==> src/design/hif_frame_receiver_assert.svh <==
// ---------------------------------------------------------------------------
// assertion macros for the frame receiver
// ---------------------------------------------------------------------------
`ifndef HIF_FRAME_RECEIVER_ASSERT_SVH
`define HIF_FRAME_RECEIVER_ASSERT_SVH
// implication checked on every clock, off during reset
`define HIF_ASSERT_IMPL(label, clk, rst_n, ante, cons) \
    label: assert property (@(posedge clk) disable iff (!rst_n) (ante) |-> (cons)) \
        else $error("assertion failed");
// next-cycle implication
`define HIF_ASSERT_NEXT(label, clk, rst_n, ante, cons) \
    label: assert property (@(posedge clk) disable iff (!rst_n) (ante) |=> (cons)) \
        else $error("assertion failed");
`endif

==> src/design/hif_pkg.sv <==
// ---------------------------------------------------------------------------
// hif_pkg
// shared types and constants of the frame receiver
// ---------------------------------------------------------------------------
package hif_pkg;
    localparam int BUFFER_BYTES_DEF = 32768;
    localparam int MAX_PACKETS_DEF  = 64;
    localparam int MAX_HEADERS_DEF  = 256;
    localparam int SLOT_COUNT_DEF   = 2;

    localparam logic [1:0] FUNC_START  = 2'd0;
    localparam logic [1:0] FUNC_BYTE   = 2'd1;
    localparam logic [1:0] FUNC_ERROR  = 2'd2;
    localparam logic [1:0] FUNC_UNUSED = 2'd3;

    localparam logic [2:0] KIND_WRITE    = 3'd0;
    localparam logic [2:0] KIND_STORED   = 3'd1;
    localparam logic [2:0] KIND_DROPPED  = 3'd2;
    localparam logic [2:0] KIND_COMPLETE = 3'd3;
    localparam logic [2:0] KIND_ABORT    = 3'd4;
    localparam logic [2:0] KIND_LIMIT    = 3'd5;

    localparam logic [1:0] PH_HEADER = 2'd0;
    localparam logic [1:0] PH_STORE  = 2'd1;
    localparam logic [1:0] PH_SKIP   = 2'd2;

    typedef struct packed {
        logic [2:0]  kind;
        logic        slot;
        logic [14:0] address;
        logic [7:0]  wdata;
        logic [5:0]  packet_index;
        logic [47:0] header_word;
        logic [12:0] payload_length;
        logic [6:0]  packet_count;
        logic        last;
    } t_result;

    localparam int RES_W = $bits(t_result);
endpackage

==> src/design/hif_front.sv <==
// ---------------------------------------------------------------------------
// hif_front
// frame state machine: classifies events and produces up to two results
// ---------------------------------------------------------------------------
module hif_front #(
    parameter int BUFFER_BYTES = hif_pkg::BUFFER_BYTES_DEF,
    parameter int MAX_PACKETS  = hif_pkg::MAX_PACKETS_DEF,
    parameter int MAX_HEADERS  = hif_pkg::MAX_HEADERS_DEF,
    parameter int SLOT_COUNT   = hif_pkg::SLOT_COUNT_DEF
) (
    input  logic              i_clk,
    input  logic              i_rst_n,
    input  logic              i_valid,
    input  logic [1:0]        i_func,
    input  logic [7:0]        i_rx_byte,
    output logic [1:0]        o_count,
    output hif_pkg::t_result  o_res0,
    output hif_pkg::t_result  o_res1
);
    localparam int BU_W = $clog2(BUFFER_BYTES + 4100);
    localparam int PK_W = $clog2(MAX_PACKETS + 1);
    localparam int HA_W = $clog2(MAX_HEADERS + 1);
    localparam int SL_W = (SLOT_COUNT > 1) ? $clog2(SLOT_COUNT) : 1;

    logic            r_active, n_active;
    logic [1:0]      r_phase, n_phase;
    logic [47:0]     r_hdr, n_hdr;
    logic [2:0]      r_fill, n_fill;
    logic [HA_W-1:0] r_att, n_att;
    logic [12:0]     r_left, n_left;
    logic [14:0]     r_pstart, n_pstart;
    logic [BU_W-1:0] r_used, n_used;
    logic [PK_W-1:0] r_pk, n_pk;
    logic [SL_W-1:0] r_slot, n_slot;

    logic [47:0] hw;
    logic [7:0]  sum;
    logic [11:0] len;
    logic [12:0] plen, cur_plen;
    logic [HA_W-1:0] att1;
    hif_pkg::t_result e;

    always_comb begin
        cur_plen = {1'b0, r_hdr[43:40], r_hdr[39:32]} + (r_hdr[20] ? 13'd4 : 13'd0);
        hw = (r_fill == 3'd0) ? 48'd0 : r_hdr;
        hw = hw | ({40'd0, i_rx_byte} << {r_fill, 3'b000});
        sum = hw[7:0] + hw[15:8] + hw[23:16] + hw[31:24] + hw[39:32] + hw[47:40];
        len = {hw[43:40], hw[39:32]};
        plen = {1'b0, len} + (hw[20] ? 13'd4 : 13'd0);
        att1 = r_att + 1'b1;
    end

    function automatic logic [SL_W-1:0] slot_inc(input logic [SL_W-1:0] s);
        logic [SL_W:0] t;
        t = {1'b0, s} + 1'b1;
        if (t >= (SL_W+1)'(SLOT_COUNT)) t = '0;
        return t[SL_W-1:0];
    endfunction

    always_comb begin
        n_active = r_active; n_phase = r_phase; n_hdr = r_hdr; n_fill = r_fill;
        n_att = r_att; n_left = r_left; n_pstart = r_pstart; n_used = r_used;
        n_pk = r_pk; n_slot = r_slot;
        o_count = 2'd0;
        e = '0;
        e.slot = r_slot[0];
        o_res0 = e;
        o_res1 = e;
        if (i_valid) begin
            if (i_func == hif_pkg::FUNC_START) begin
                n_active = 1'b1; n_phase = hif_pkg::PH_HEADER; n_hdr = '0; n_fill = '0;
                n_att = '0; n_left = '0; n_pstart = '0; n_used = '0; n_pk = '0;
            end else if (!r_active || i_func == hif_pkg::FUNC_UNUSED) begin
                n_active = r_active;
            end else if (i_func == hif_pkg::FUNC_ERROR) begin
                if (r_phase == hif_pkg::PH_HEADER) begin
                    n_fill = '0; n_hdr = '0; n_att = att1;
                    if (att1 >= HA_W'(MAX_HEADERS)) begin
                        o_count = 2'd1;
                        o_res0.kind = hif_pkg::KIND_LIMIT;
                        o_res0.packet_count = 7'(r_pk);
                        n_active = 1'b0; n_phase = hif_pkg::PH_HEADER; n_left = '0;
                        if (r_pk != '0) n_slot = slot_inc(r_slot);
                    end
                end else if (r_phase == hif_pkg::PH_STORE) begin
                    o_count = 2'd1;
                    o_res0.kind = hif_pkg::KIND_ABORT;
                    o_res0.header_word = r_hdr;
                    n_pk = '0; n_used = '0;
                    n_active = 1'b0; n_phase = hif_pkg::PH_HEADER; n_fill = '0; n_left = '0;
                end
            end else if (r_phase == hif_pkg::PH_HEADER) begin
                n_hdr = hw;
                n_fill = r_fill + 3'd1;
                if (r_fill == 3'd5) begin
                    n_fill = '0;
                    n_att = att1;
                    o_count = 2'd1;
                    o_res0.header_word = hw;
                    if (hw == '1 || hw == '0 ||
                        (sum == 8'hFF && hw[17:16] == 2'b11 && hw[31:24] == 8'h0C
                         && len == 12'd0)) begin
                        o_res0.kind = hif_pkg::KIND_COMPLETE;
                        o_res0.packet_count = 7'(r_pk);
                        n_active = 1'b0; n_left = '0;
                        n_slot = slot_inc(r_slot);
                    end else if (sum != 8'hFF) begin
                        o_res0.kind = hif_pkg::KIND_ABORT;
                        n_pk = '0; n_used = '0; n_active = 1'b0; n_left = '0;
                    end else if (len == 12'd0) begin
                        o_count = 2'd0;
                        if (att1 >= HA_W'(MAX_HEADERS)) begin
                            o_count = 2'd1;
                            o_res0 = e;
                            o_res0.kind = hif_pkg::KIND_LIMIT;
                            o_res0.packet_count = 7'(r_pk);
                            n_active = 1'b0; n_left = '0;
                            if (r_pk != '0) n_slot = slot_inc(r_slot);
                        end
                    end else begin
                        n_left = plen;
                        o_res0.payload_length = plen;
                        if (r_used + BU_W'(plen) > BU_W'(BUFFER_BYTES)
                            || r_pk >= PK_W'(MAX_PACKETS)) begin
                            n_phase = hif_pkg::PH_SKIP;
                            o_res0.kind = hif_pkg::KIND_DROPPED;
                        end else begin
                            n_phase = hif_pkg::PH_STORE;
                            n_pstart = 15'(r_used);
                            o_res0.kind = hif_pkg::KIND_STORED;
                            o_res0.address = 15'(r_used);
                            o_res0.packet_index = 6'(r_pk);
                            n_used = r_used + BU_W'(plen);
                            n_pk = r_pk + 1'b1;
                        end
                    end
                end
            end else begin
                if (r_phase == hif_pkg::PH_STORE) begin
                    o_count = 2'd1;
                    o_res0.kind = hif_pkg::KIND_WRITE;
                    o_res0.address = r_pstart + 15'(cur_plen - r_left);
                    o_res0.wdata = i_rx_byte;
                    o_res0.packet_index = 6'(r_pk - 1'b1);
                end
                if (r_left <= 13'd1) begin
                    n_left = '0; n_phase = hif_pkg::PH_HEADER; n_fill = '0;
                    if (r_att >= HA_W'(MAX_HEADERS)) begin
                        if (r_phase == hif_pkg::PH_STORE) begin
                            o_count = 2'd2;
                            o_res1.kind = hif_pkg::KIND_LIMIT;
                            o_res1.packet_count = 7'(r_pk);
                        end else begin
                            o_count = 2'd1;
                            o_res0.kind = hif_pkg::KIND_LIMIT;
                            o_res0.packet_count = 7'(r_pk);
                        end
                        n_active = 1'b0;
                        if (r_pk != '0) n_slot = slot_inc(r_slot);
                    end
                end else begin
                    n_left = r_left - 13'd1;
                end
            end
        end
        if (o_count == 2'd1) o_res0.last = 1'b1;
        if (o_count == 2'd2) o_res1.last = 1'b1;
    end

    always_ff @(posedge i_clk) begin
        if (!i_rst_n) begin
            r_active <= 1'b0; r_phase <= hif_pkg::PH_HEADER; r_hdr <= '0; r_fill <= '0;
            r_att <= '0; r_left <= '0; r_pstart <= '0; r_used <= '0; r_pk <= '0;
            r_slot <= '0;
        end else begin
            r_active <= n_active; r_phase <= n_phase; r_hdr <= n_hdr; r_fill <= n_fill;
            r_att <= n_att; r_left <= n_left; r_pstart <= n_pstart; r_used <= n_used;
            r_pk <= n_pk; r_slot <= n_slot;
        end
    end
endmodule

==> src/design/hif_queue.sv <==
// ---------------------------------------------------------------------------
// hif_queue
// result queue: takes up to two results per cycle, delivers one per pop
// ---------------------------------------------------------------------------
module hif_queue #(
    parameter int DEPTH = 8
) (
    input  logic             i_clk,
    input  logic             i_rst_n,
    input  logic [1:0]       i_count,
    input  hif_pkg::t_result i_res0,
    input  hif_pkg::t_result i_res1,
    input  logic             i_pop,
    output logic             o_empty,
    output logic             o_room2,
    output hif_pkg::t_result o_head
);
    localparam int AW = $clog2(DEPTH);
    hif_pkg::t_result r_mem [DEPTH];
    logic [AW-1:0] r_wp, r_rp;
    logic [AW:0]   r_cnt;
    logic          pop;

    assign o_empty = (r_cnt == '0);
    assign o_room2 = (r_cnt <= (AW+1)'(DEPTH - 2));
    assign o_head  = r_mem[r_rp];
    assign pop     = i_pop && !o_empty;

    always_ff @(posedge i_clk) begin
        if (i_count != 2'd0) r_mem[r_wp] <= i_res0;
        if (i_count == 2'd2) r_mem[r_wp + 1'b1] <= i_res1;
    end

    always_ff @(posedge i_clk) begin
        if (!i_rst_n) begin
            r_wp <= '0; r_rp <= '0; r_cnt <= '0;
        end else begin
            r_wp  <= r_wp + AW'(i_count);
            r_rp  <= r_rp + AW'(pop);
            r_cnt <= r_cnt + (AW+1)'(i_count) - (AW+1)'(pop);
        end
    end
endmodule

==> src/design/hif_frame_receiver.sv <==
// ---------------------------------------------------------------------------
// hif_frame_receiver
// frame receiver for 6-byte link headers and their payloads
// ---------------------------------------------------------------------------
// One event is taken every cycle while full is low; each event is classified
// in the cycle it is pushed and its zero to two results enter an 8-entry queue
// the next edge. full rises only when the queue has room for fewer than two
// results, so throughput is one event per cycle while results are popped.
module hif_frame_receiver #(
    parameter int BUFFER_BYTES = hif_pkg::BUFFER_BYTES_DEF,
    parameter int MAX_PACKETS  = hif_pkg::MAX_PACKETS_DEF,
    parameter int MAX_HEADERS  = hif_pkg::MAX_HEADERS_DEF,
    parameter int SLOT_COUNT   = hif_pkg::SLOT_COUNT_DEF
) (
    input  logic        i_clk,
    input  logic        i_rst_n,
    input  logic        push,
    output logic        full,
    input  logic [1:0]  i_func,
    input  logic [7:0]  i_rx_byte,
    output logic        empty,
    input  logic        pop,
    output logic [2:0]  o_kind,
    output logic        o_slot,
    output logic [14:0] o_address,
    output logic [7:0]  o_wdata,
    output logic [5:0]  o_packet_index,
    output logic [47:0] o_header_word,
    output logic [12:0] o_payload_length,
    output logic [6:0]  o_packet_count,
    output logic        o_last
);
    `include "hif_frame_receiver_assert.svh"

    logic [1:0] cnt;
    logic room2;
    hif_pkg::t_result res0, res1, head;

    assign full = !room2;

    hif_front #(.BUFFER_BYTES(BUFFER_BYTES), .MAX_PACKETS(MAX_PACKETS),
                .MAX_HEADERS(MAX_HEADERS), .SLOT_COUNT(SLOT_COUNT)) u_front (
        .i_clk(i_clk), .i_rst_n(i_rst_n), .i_valid(push && !full),
        .i_func(i_func), .i_rx_byte(i_rx_byte),
        .o_count(cnt), .o_res0(res0), .o_res1(res1)
    );

    hif_queue #(.DEPTH(8)) u_queue (
        .i_clk(i_clk), .i_rst_n(i_rst_n), .i_count(cnt), .i_res0(res0),
        .i_res1(res1), .i_pop(pop), .o_empty(empty), .o_room2(room2), .o_head(head)
    );

    assign o_kind = head.kind;
    assign o_slot = head.slot;
    assign o_address = head.address;
    assign o_wdata = head.wdata;
    assign o_packet_index = head.packet_index;
    assign o_header_word = head.header_word;
    assign o_payload_length = head.payload_length;
    assign o_packet_count = head.packet_count;
    assign o_last = head.last;

    `HIF_ASSERT_IMPL(a_no_res_idle, i_clk, i_rst_n, !(push && !full), cnt == 2'd0)
    `HIF_ASSERT_NEXT(a_res_fills, i_clk, i_rst_n, cnt != 2'd0, !empty)
    `HIF_ASSERT_IMPL(a_two_write, i_clk, i_rst_n, cnt == 2'd2,
                     res0.kind == hif_pkg::KIND_WRITE && res1.last)
endmodule
==> config.mk <==
export PLATFORM = sky130hd
export DESIGN_NAME = hif_frame_receiver
export DESIGN_NICKNAME = d
export VERILOG_FILES = /design/src/design/hif_pkg.sv /design/src/design/hif_front.sv /design/src/design/hif_queue.sv /design/src/design/hif_frame_receiver.sv
export VERILOG_INCLUDE_DIRS = /design/src /design/src/design
export SDC_FILE = /design/constraint.sdc
export NUM_CORES = 2
export LEC_CHECK = 0
export ABC_AREA = 1
export BUFFER_PORTS_ARGS = -buffer_cell sky130_fd_sc_hd__buf_2
export CORE_ASPECT_RATIO = 0.8
export CORE_UTILIZATION = 35
export CTS_CLUSTER_SIZE = 28
export DETAILED_ROUTE_END_ITERATION = 6
export MAX_ROUTING_LAYER = met4
export SYNTH_ARGS = -nofsm -noshare
export SYNTH_HDL_FRONTEND = slang
export SYNTH_SLANG_ARGS = --single-unit
==> constraint.sdc <==
create_clock -name i_clk -period 7.79 [get_ports i_clk]
set_clock_uncertainty 0.15 [all_clocks]
set_input_delay 0.779 -clock i_clk [delete_from_list [all_inputs] [get_ports i_clk]]
set_output_delay 0.779 -clock i_clk [all_outputs]
set_load 0.1 [all_outputs]
=== After elaboration in Yosys (flattened, before gate mapping) ===
Memory sizes are Yosys's and may differ from the RTL's. A register that Yosys moved wholly into a read port is not among the register bits.
Cells that the tools add are included.

* Magnitude comparators: 7
* Shift operators: 1
* Mux-type cells: 196
* Multiply operators: 0
* Bitwise logic cells: 3
* Reduce and logical (&&, ||, !) cells: 39
* Equal/unequal tests: 32
* Divide/modulo/power cells: 0
* $add $sub $neg: 21

{| class="wikitable"
|+ Operators with widths
! operator !! count
|-
| $mux 102 || 14
|-
| $mux 48 || 10
|-
| $mux 13 || 14
|-
| $mux 7 || 26
|-
| $mux 16 || 11
|-
| $mux 15 || 11
|-
| $mux 99 || 1
|-
| $mux 91 || 1
|-
| $mux 3 || 30
|-
| $mux 61 || 1
|-
| $mux 29 || 2
|-
| $mux 2 || 27
|-
| $mux 9 || 6
|-
| $eq 48x48->1 const B || 1
|-
| $logic_not 48->1 || 1
|-
| $or 48x48->48 || 1
|-
| $shl 8x6->48 || 1
|-
| $add 8x8->8 || 5
|-
| $mux 1 || 37
|-
| $reduce_and 9->1 || 4
|-
| $mux 30 || 1
|-
| $add 12x13->13 || 2
|-
| $ne 4x2->1 const B || 5
|-
| $ge 9x9->1 const B || 2
|-
| 49 further kinds || 85
|}

* Memory bits (writable): 816
* Latch bits: 0
* ROM bits: 0
* Word-level logic and storage cells: 313
* Flip-flop bits (word level): 125
* Memories: 1

{| class="wikitable"
|+ Memories
! memory !! words !! width !! rd ports !! clocked after memory_dff !! write ports !! line !! RTL
|-
| u_queue.r_mem || 8 || 102 || 1 || 1 || 2 || hif_queue.sv:19 || <nowiki>hif_pkg::t_result r_mem [DEPTH];</nowiki>
|}

=== Logic depth before layout (Yosys ltp) ===
* Depth in word-level cells: 30
* Depth in mapped cells: 36
* Depth with buffers taken out: 34

=== Hierarchy ===
Synthesis repeated with hierarchy kept, for this count alone.

* Cell total of the unflattened synthesis: 8817
* Area, all modules: 62967.9 sq um

{| class="wikitable"
|+ By module, submodules not included
! module !! sequential area each (sq um) !! instances !! area each (sq um) !! cells an instance
|-
| hif_queue || 24703.7 || 1 || 49736.5 || 6639
|-
| hif_front || 2302.2 || 1 || 13220.2 || 2175
|-
| hif_frame_receiver || 0.0 || 1 || 11.3 || 3
|}

=== Worst setup path before layout ===
No wires, ideal clock.

* Path kind: in2reg
* From: in i_rx_byte[2]
* To: mem u_queue.r_mem[1][0] (netlist bit) (enable)
* Stages: 22
* Arrival: 5.463 ns
* Buffers on the path: 2
* Setup slack: 1.833 ns
* Required time: 7.295 ns
* Setup time: 0.345 ns
* Cell sequence: inv_1 -> o22ai_1 -> inv_1 -> fa_1 -> fa_1 -> inv_1 -> fa_1 -> ha_1 -> inv_1 -> fa_1 -> xor2_1 -> nor2_1 -> nand2_1 -> nor3_1 -> nand2_1 -> inv_2 -> nand4_4 -> a21oi_4 -> nand3_1 -> buf_2 -> clkbuf_1 -> nand2_1

{| class="wikitable"
|+ RTL lines
! what !! line !! RTL
|-
| from (decl) || hif_frame_receiver.sv:20 || <nowiki>input logic [7:0] i_rx_byte,</nowiki>
|-
| to (decl) || hif_queue.sv:19 ||
|}

==> flow_summary.ini <==
[synth]
synth-edff-count = 88
postSynthAreaPerCell_sq_um = 6.860
ys_top_cells_by_area = dfxtp_1, nand2_1, nand3_1
async_flop_share_pct = 0
yosys_warnings = 0
synth_seq_cells = 941
seq_area_frac_synth_pct = 41.24
syn_nets = 7086
synth_area_sq_mm = 0.04781
synth_flop_cell = dfxtp_1
synth.distinct_cells = 51
synth_area_leader_cell = dfxtp_1
synth_top_area_share_pct = 35.71
syn_inst = 6970

[finish]
num-nets-final = 6927
area_growth_pct = 11.82
fin_util_pct = 39.70
drive_gt1_share_pct = 7.960

[power_and_ir_drop]
power.switching_mw = 6.889
pwr-share-comb_pct = 36.4
power_density_mw_per_mm2 = 295.7
p_clk_share_pct = 32.0
switching_share_pct = 43.58
p_leak_nw = 23.76
seq_power_share_pct = 31.6
p_int_mw = 8.920
ir_drop_mv = 0.3137

[place]
dpl.hpwl_um = 113500
io_buffers = 117
routabilityCongestion = 1.001

[route]
via_per_inst = 5.586
vias = 48360
ant_nets = 0
drt-total-wl_um = 188500
wl_per_cell_um = 21.78
drtIter0Drc = 5766
drc = 0
drt_first_pass_iters = 6

[critical_path]
rr_startpoint = u_front.r_fill[0]$_SDFFE_PN0P_
crit_chain = nand3_1 > o22ai_1 > inv_1 > fa_1 > fa_1 > inv_1 > fa_1 > ha_1 > inv_1 > fa_1 > o21ai_0 > xnor2_1 > nor3_1 > nand4_1 > nand2_2 > inv_2 > nand2_1 > nand3_1 > a21oi_1 > nand2_1 > o21ai_0
path_max_fanout = 18
cp_common_cell = fa_1
worstSetupPathType = flip-flop to flip-flop
rrSetupSlack_ps = 420
critPathLaunch = u_front.r_fill[0]$_SDFFE_PN0P_
critPathRequiredTime_ps = 8200
crit_path_end_kind = flip-flop
cpMaxStageDelayCell = a21oi_1
worst-r2r-cell-count = 21
endpoint = u_queue.r_mem[1][4]$_DFFE_PP_
crit_arrival_ps = 7780
cp_slowest_stage_delay_ps = 670
reg2reg_to = u_queue.r_mem[1][4]$_DFFE_PP_
cp-start-kind = flip-flop

[global_route]
grt_max_degree = 201
antenna_found_initial = 8
grt_overflow = 0
grt_usage_pct = 27.28
grt_pass1_vias = 44650
grt_first_pass_wirelength_um = 284800

[floorplan]
core-area_sq_mm = 0.1347
die_h_um = 332.6
die-area_sq_mm = 0.1381
die-width_um = 415.2
start_util_pct = 35.50
row_count = 120
io_pins = 118

[outcome]
status = completed

[flow_run]
max-cap-violations = 0

[timing]
fin_crit_sh_pct = 94.60
rsz0062_at_grt = no
slew_violations = 0
fin_crit_ps = 7369
finalSetupViolCount = 0
tightestPinTransition_ps = 1342
fin_setup_tns_ps = 0
hold_viol_final = 0
slew_headroom_pct = 9.823
fmax_mhz = 135.7

[clocking]
htree_levels = 3
root_buffer = clkbuf_16
cts_setup_buffers = 0
cts_tree = yes
clk_latency_ps = 730
clockBufferDepth = 3
cts.clk_slew.worst_paths_ps = 70
cts_hold_buf = 0
ctsResizeCount = 0
cts.sinks = 941
cts_buffers = 95

[min_path]
hp-class = flip-flop to flip-flop
-- state kept, by name, indices dropped and copies added, names as in the netlist --
| register | count |
|---|---|
| u_front.r_hdr | 48 |
| u_front.r_phase | 2 |
| u_front.r_pk | 7 |
| u_front.r_att | 9 |
| u_front.r_fill | 3 |
| u_front.r_slot | 1 |
| u_front.r_left | 13 |
| u_queue.r_rp | 3 |
| u_queue.r_wp | 3 |
| u_front.r_pstart | 15 |
| u_front.r_used | 16 |
| u_front.r_active | 1 |
| u_queue.r_cnt | 4 |
| u_queue.r_mem | 816 |
-- stage by stage --
step           cell area (sq um)  cells  setup WS, ps  hold WS [ps]  power (mW)
2_1_floorplan              47810   6970          1833         263.6       9.504
3_3_place_gp               50080   8483         689.8         273.0       10.83
3_5_place_dp               50090   8483         758.2         276.7       10.82
4_1_cts                    53460   8653         628.4         292.9       15.84
5_1_grt                    53460   8654         39.79         305.5       16.45
6_report                   53470   8656         420.7         293.2       15.81
-- layout by cell type, fill, tap and decap left out, types with 8 or more instances in the layout --
master     count
a31oi_1      108
clkinv_2      21
clkbuf_1      17
clkbuf_8      13
nor2_1       872
a32oi_1       12
a21oi_1      178
fa_1          32
a22oi_1       36
clkbuf_16     98
nand2_4       10
o21ai_0      640
nor3_1        45
inv_1        346
buf_2        117
xnor2_1       15
nand4_1       62
nand2_2        9
bufinv_16     15
a21oi_2       51
xor2_1        38
o22ai_1      124
ha_1          70
buf_12        35
o21ai_2        8
or2_2         10
nand3_1      848
buf_4         99
dfxtp_1      850
edfxtp_1      88
nand2_1     1860
inv_2         13
o21ai_1       49
-- synth_stat cells (2+ instances only) --
cell and n:
xor2_1 38, nor2_4 3, nor3_1 49, a31oi_1 108
clkinv_1 6, edfxtp_1 88, o21a_1 2, nand3b_1 4
a22oi_1 36, buf_4 29, buf_2 86, o21bai_1 4
fa_1 32, inv_2 19, xnor2_1 15, o31ai_1 7
a21oi_2 51, nand4_1 62, inv_1 349, a21o_1 3
o211ai_1 7, a32oi_1 12, o21ai_0 640, nand2_4 2
nand2_1 1861, nand2_2 16, nor2_1 876, o22ai_1 124
dfxtp_1 853, nor4_1 8, buf_6 6, buf_1 47
o22ai_2 2, o21ai_2 8, nor2_2 4, o21ai_1 49
clkbuf_1 339, a211oi_1 5, a21oi_1 178, nand3_1 853
ha_1 70, or2_2 10
-- cells by family (layout without fill, tap and decap cells) --
family / after synthesis / count (layout) / synth area share (%)
simple gates: 3753 / 3753 / 32.59
buf+inv: 881 / 795 / 7.463
compound gates: 1240 / 1240 / 14.57
other cells: 0 / 3 / 0
fa+ha+maj: 102 / 102 / 3.172
flops: 941 / 941 / 41.24
xor+xnor: 53 / 53 / 0.9709
-- worst min-delay path by stage --
stage | start | end | slack [ps] | depth (start not counted)
after global routing | u_queue.r_mem[5][64]$_SDFFE_PP0N_ | u_queue.r_mem[5][64]$_SDFFE_PP0N_ | 310 | 2
final | u_queue.r_mem[5][54]$_SDFFE_PP0N_ | u_queue.r_mem[5][54]$_SDFFE_PP0N_ | 290 | 2
after CTS | u_queue.r_mem[5][57]$_SDFFE_PP0N_ | u_queue.r_mem[5][57]$_SDFFE_PP0N_ | 290 | 2
after detailed placement | u_queue.r_mem[5][57]$_SDFFE_PP0N_ | u_queue.r_mem[5][57]$_SDFFE_PP0N_ | 280 | 2
after floorplan | u_queue.r_mem[5][53]$_SDFFE_PP0N_ | u_queue.r_mem[5][53]$_SDFFE_PP0N_ | 260 | 2
after global placement | u_queue.r_mem[5][59]$_SDFFE_PP0N_ | u_queue.r_mem[5][59]$_SDFFE_PP0N_ | 270 | 2
-- layout make-up --
cell class | instances | area, sq um
Inverter | 374 | 1435
Timing Repair Buffer | 251 | 2029
Sequential cell | 941 | 19730
Multi-Input combinational cell | 5148 | 24680
Antenna cell | 3 | 7.507
Clock buffer | 128 | 2695
Clock inverter | 42 | 673.1
Tap cell | 1769 | 2213
Fill cell | 13980 | 81210
-- power by group through the flow --
| stage | combinational (mW) | sequential (mW) | clock, mW |
|---|---|---|---|
| 3_5_place_dp | 5.72 | 5.10 | 0 |
| 6_report | 5.76 | 5.00 | 5.05 |
| 4_1_cts | 5.73 | 5.00 | 5.11 |
| 2_1_floorplan | 4.48 | 5.02 | 0 |
| 5_1_grt | 6.13 | 5.00 | 5.32 |
| 3_3_place_gp | 5.73 | 5.10 | 0 |
-- per-layer routing --
layer	vias up	share of wire [%]	global-route usage (%)
li1	22690	-	-
met1	22860	44	37.35
met2	2448	44	40.83
met3	357	9.1	4.125
met4	0	3.3	9.228
met5	-	0	-
-- critical path: cells and delay by family (launching register included) --
| kind | cells | cell delay (ps) |
|---|---|---|
| adder cells (fa/ha/maj) | 5 | 2210 |
| AND/OR/NAND/NOR | 7 | 2050 |
| AO/OA/AOI/OAI | 4 | 1550 |
| flip-flops | 1 | 660 |
| buffers and inverters | 4 | 440 |
| XOR/XNOR | 1 | 100 |
(Power assumes the default switching activity.)
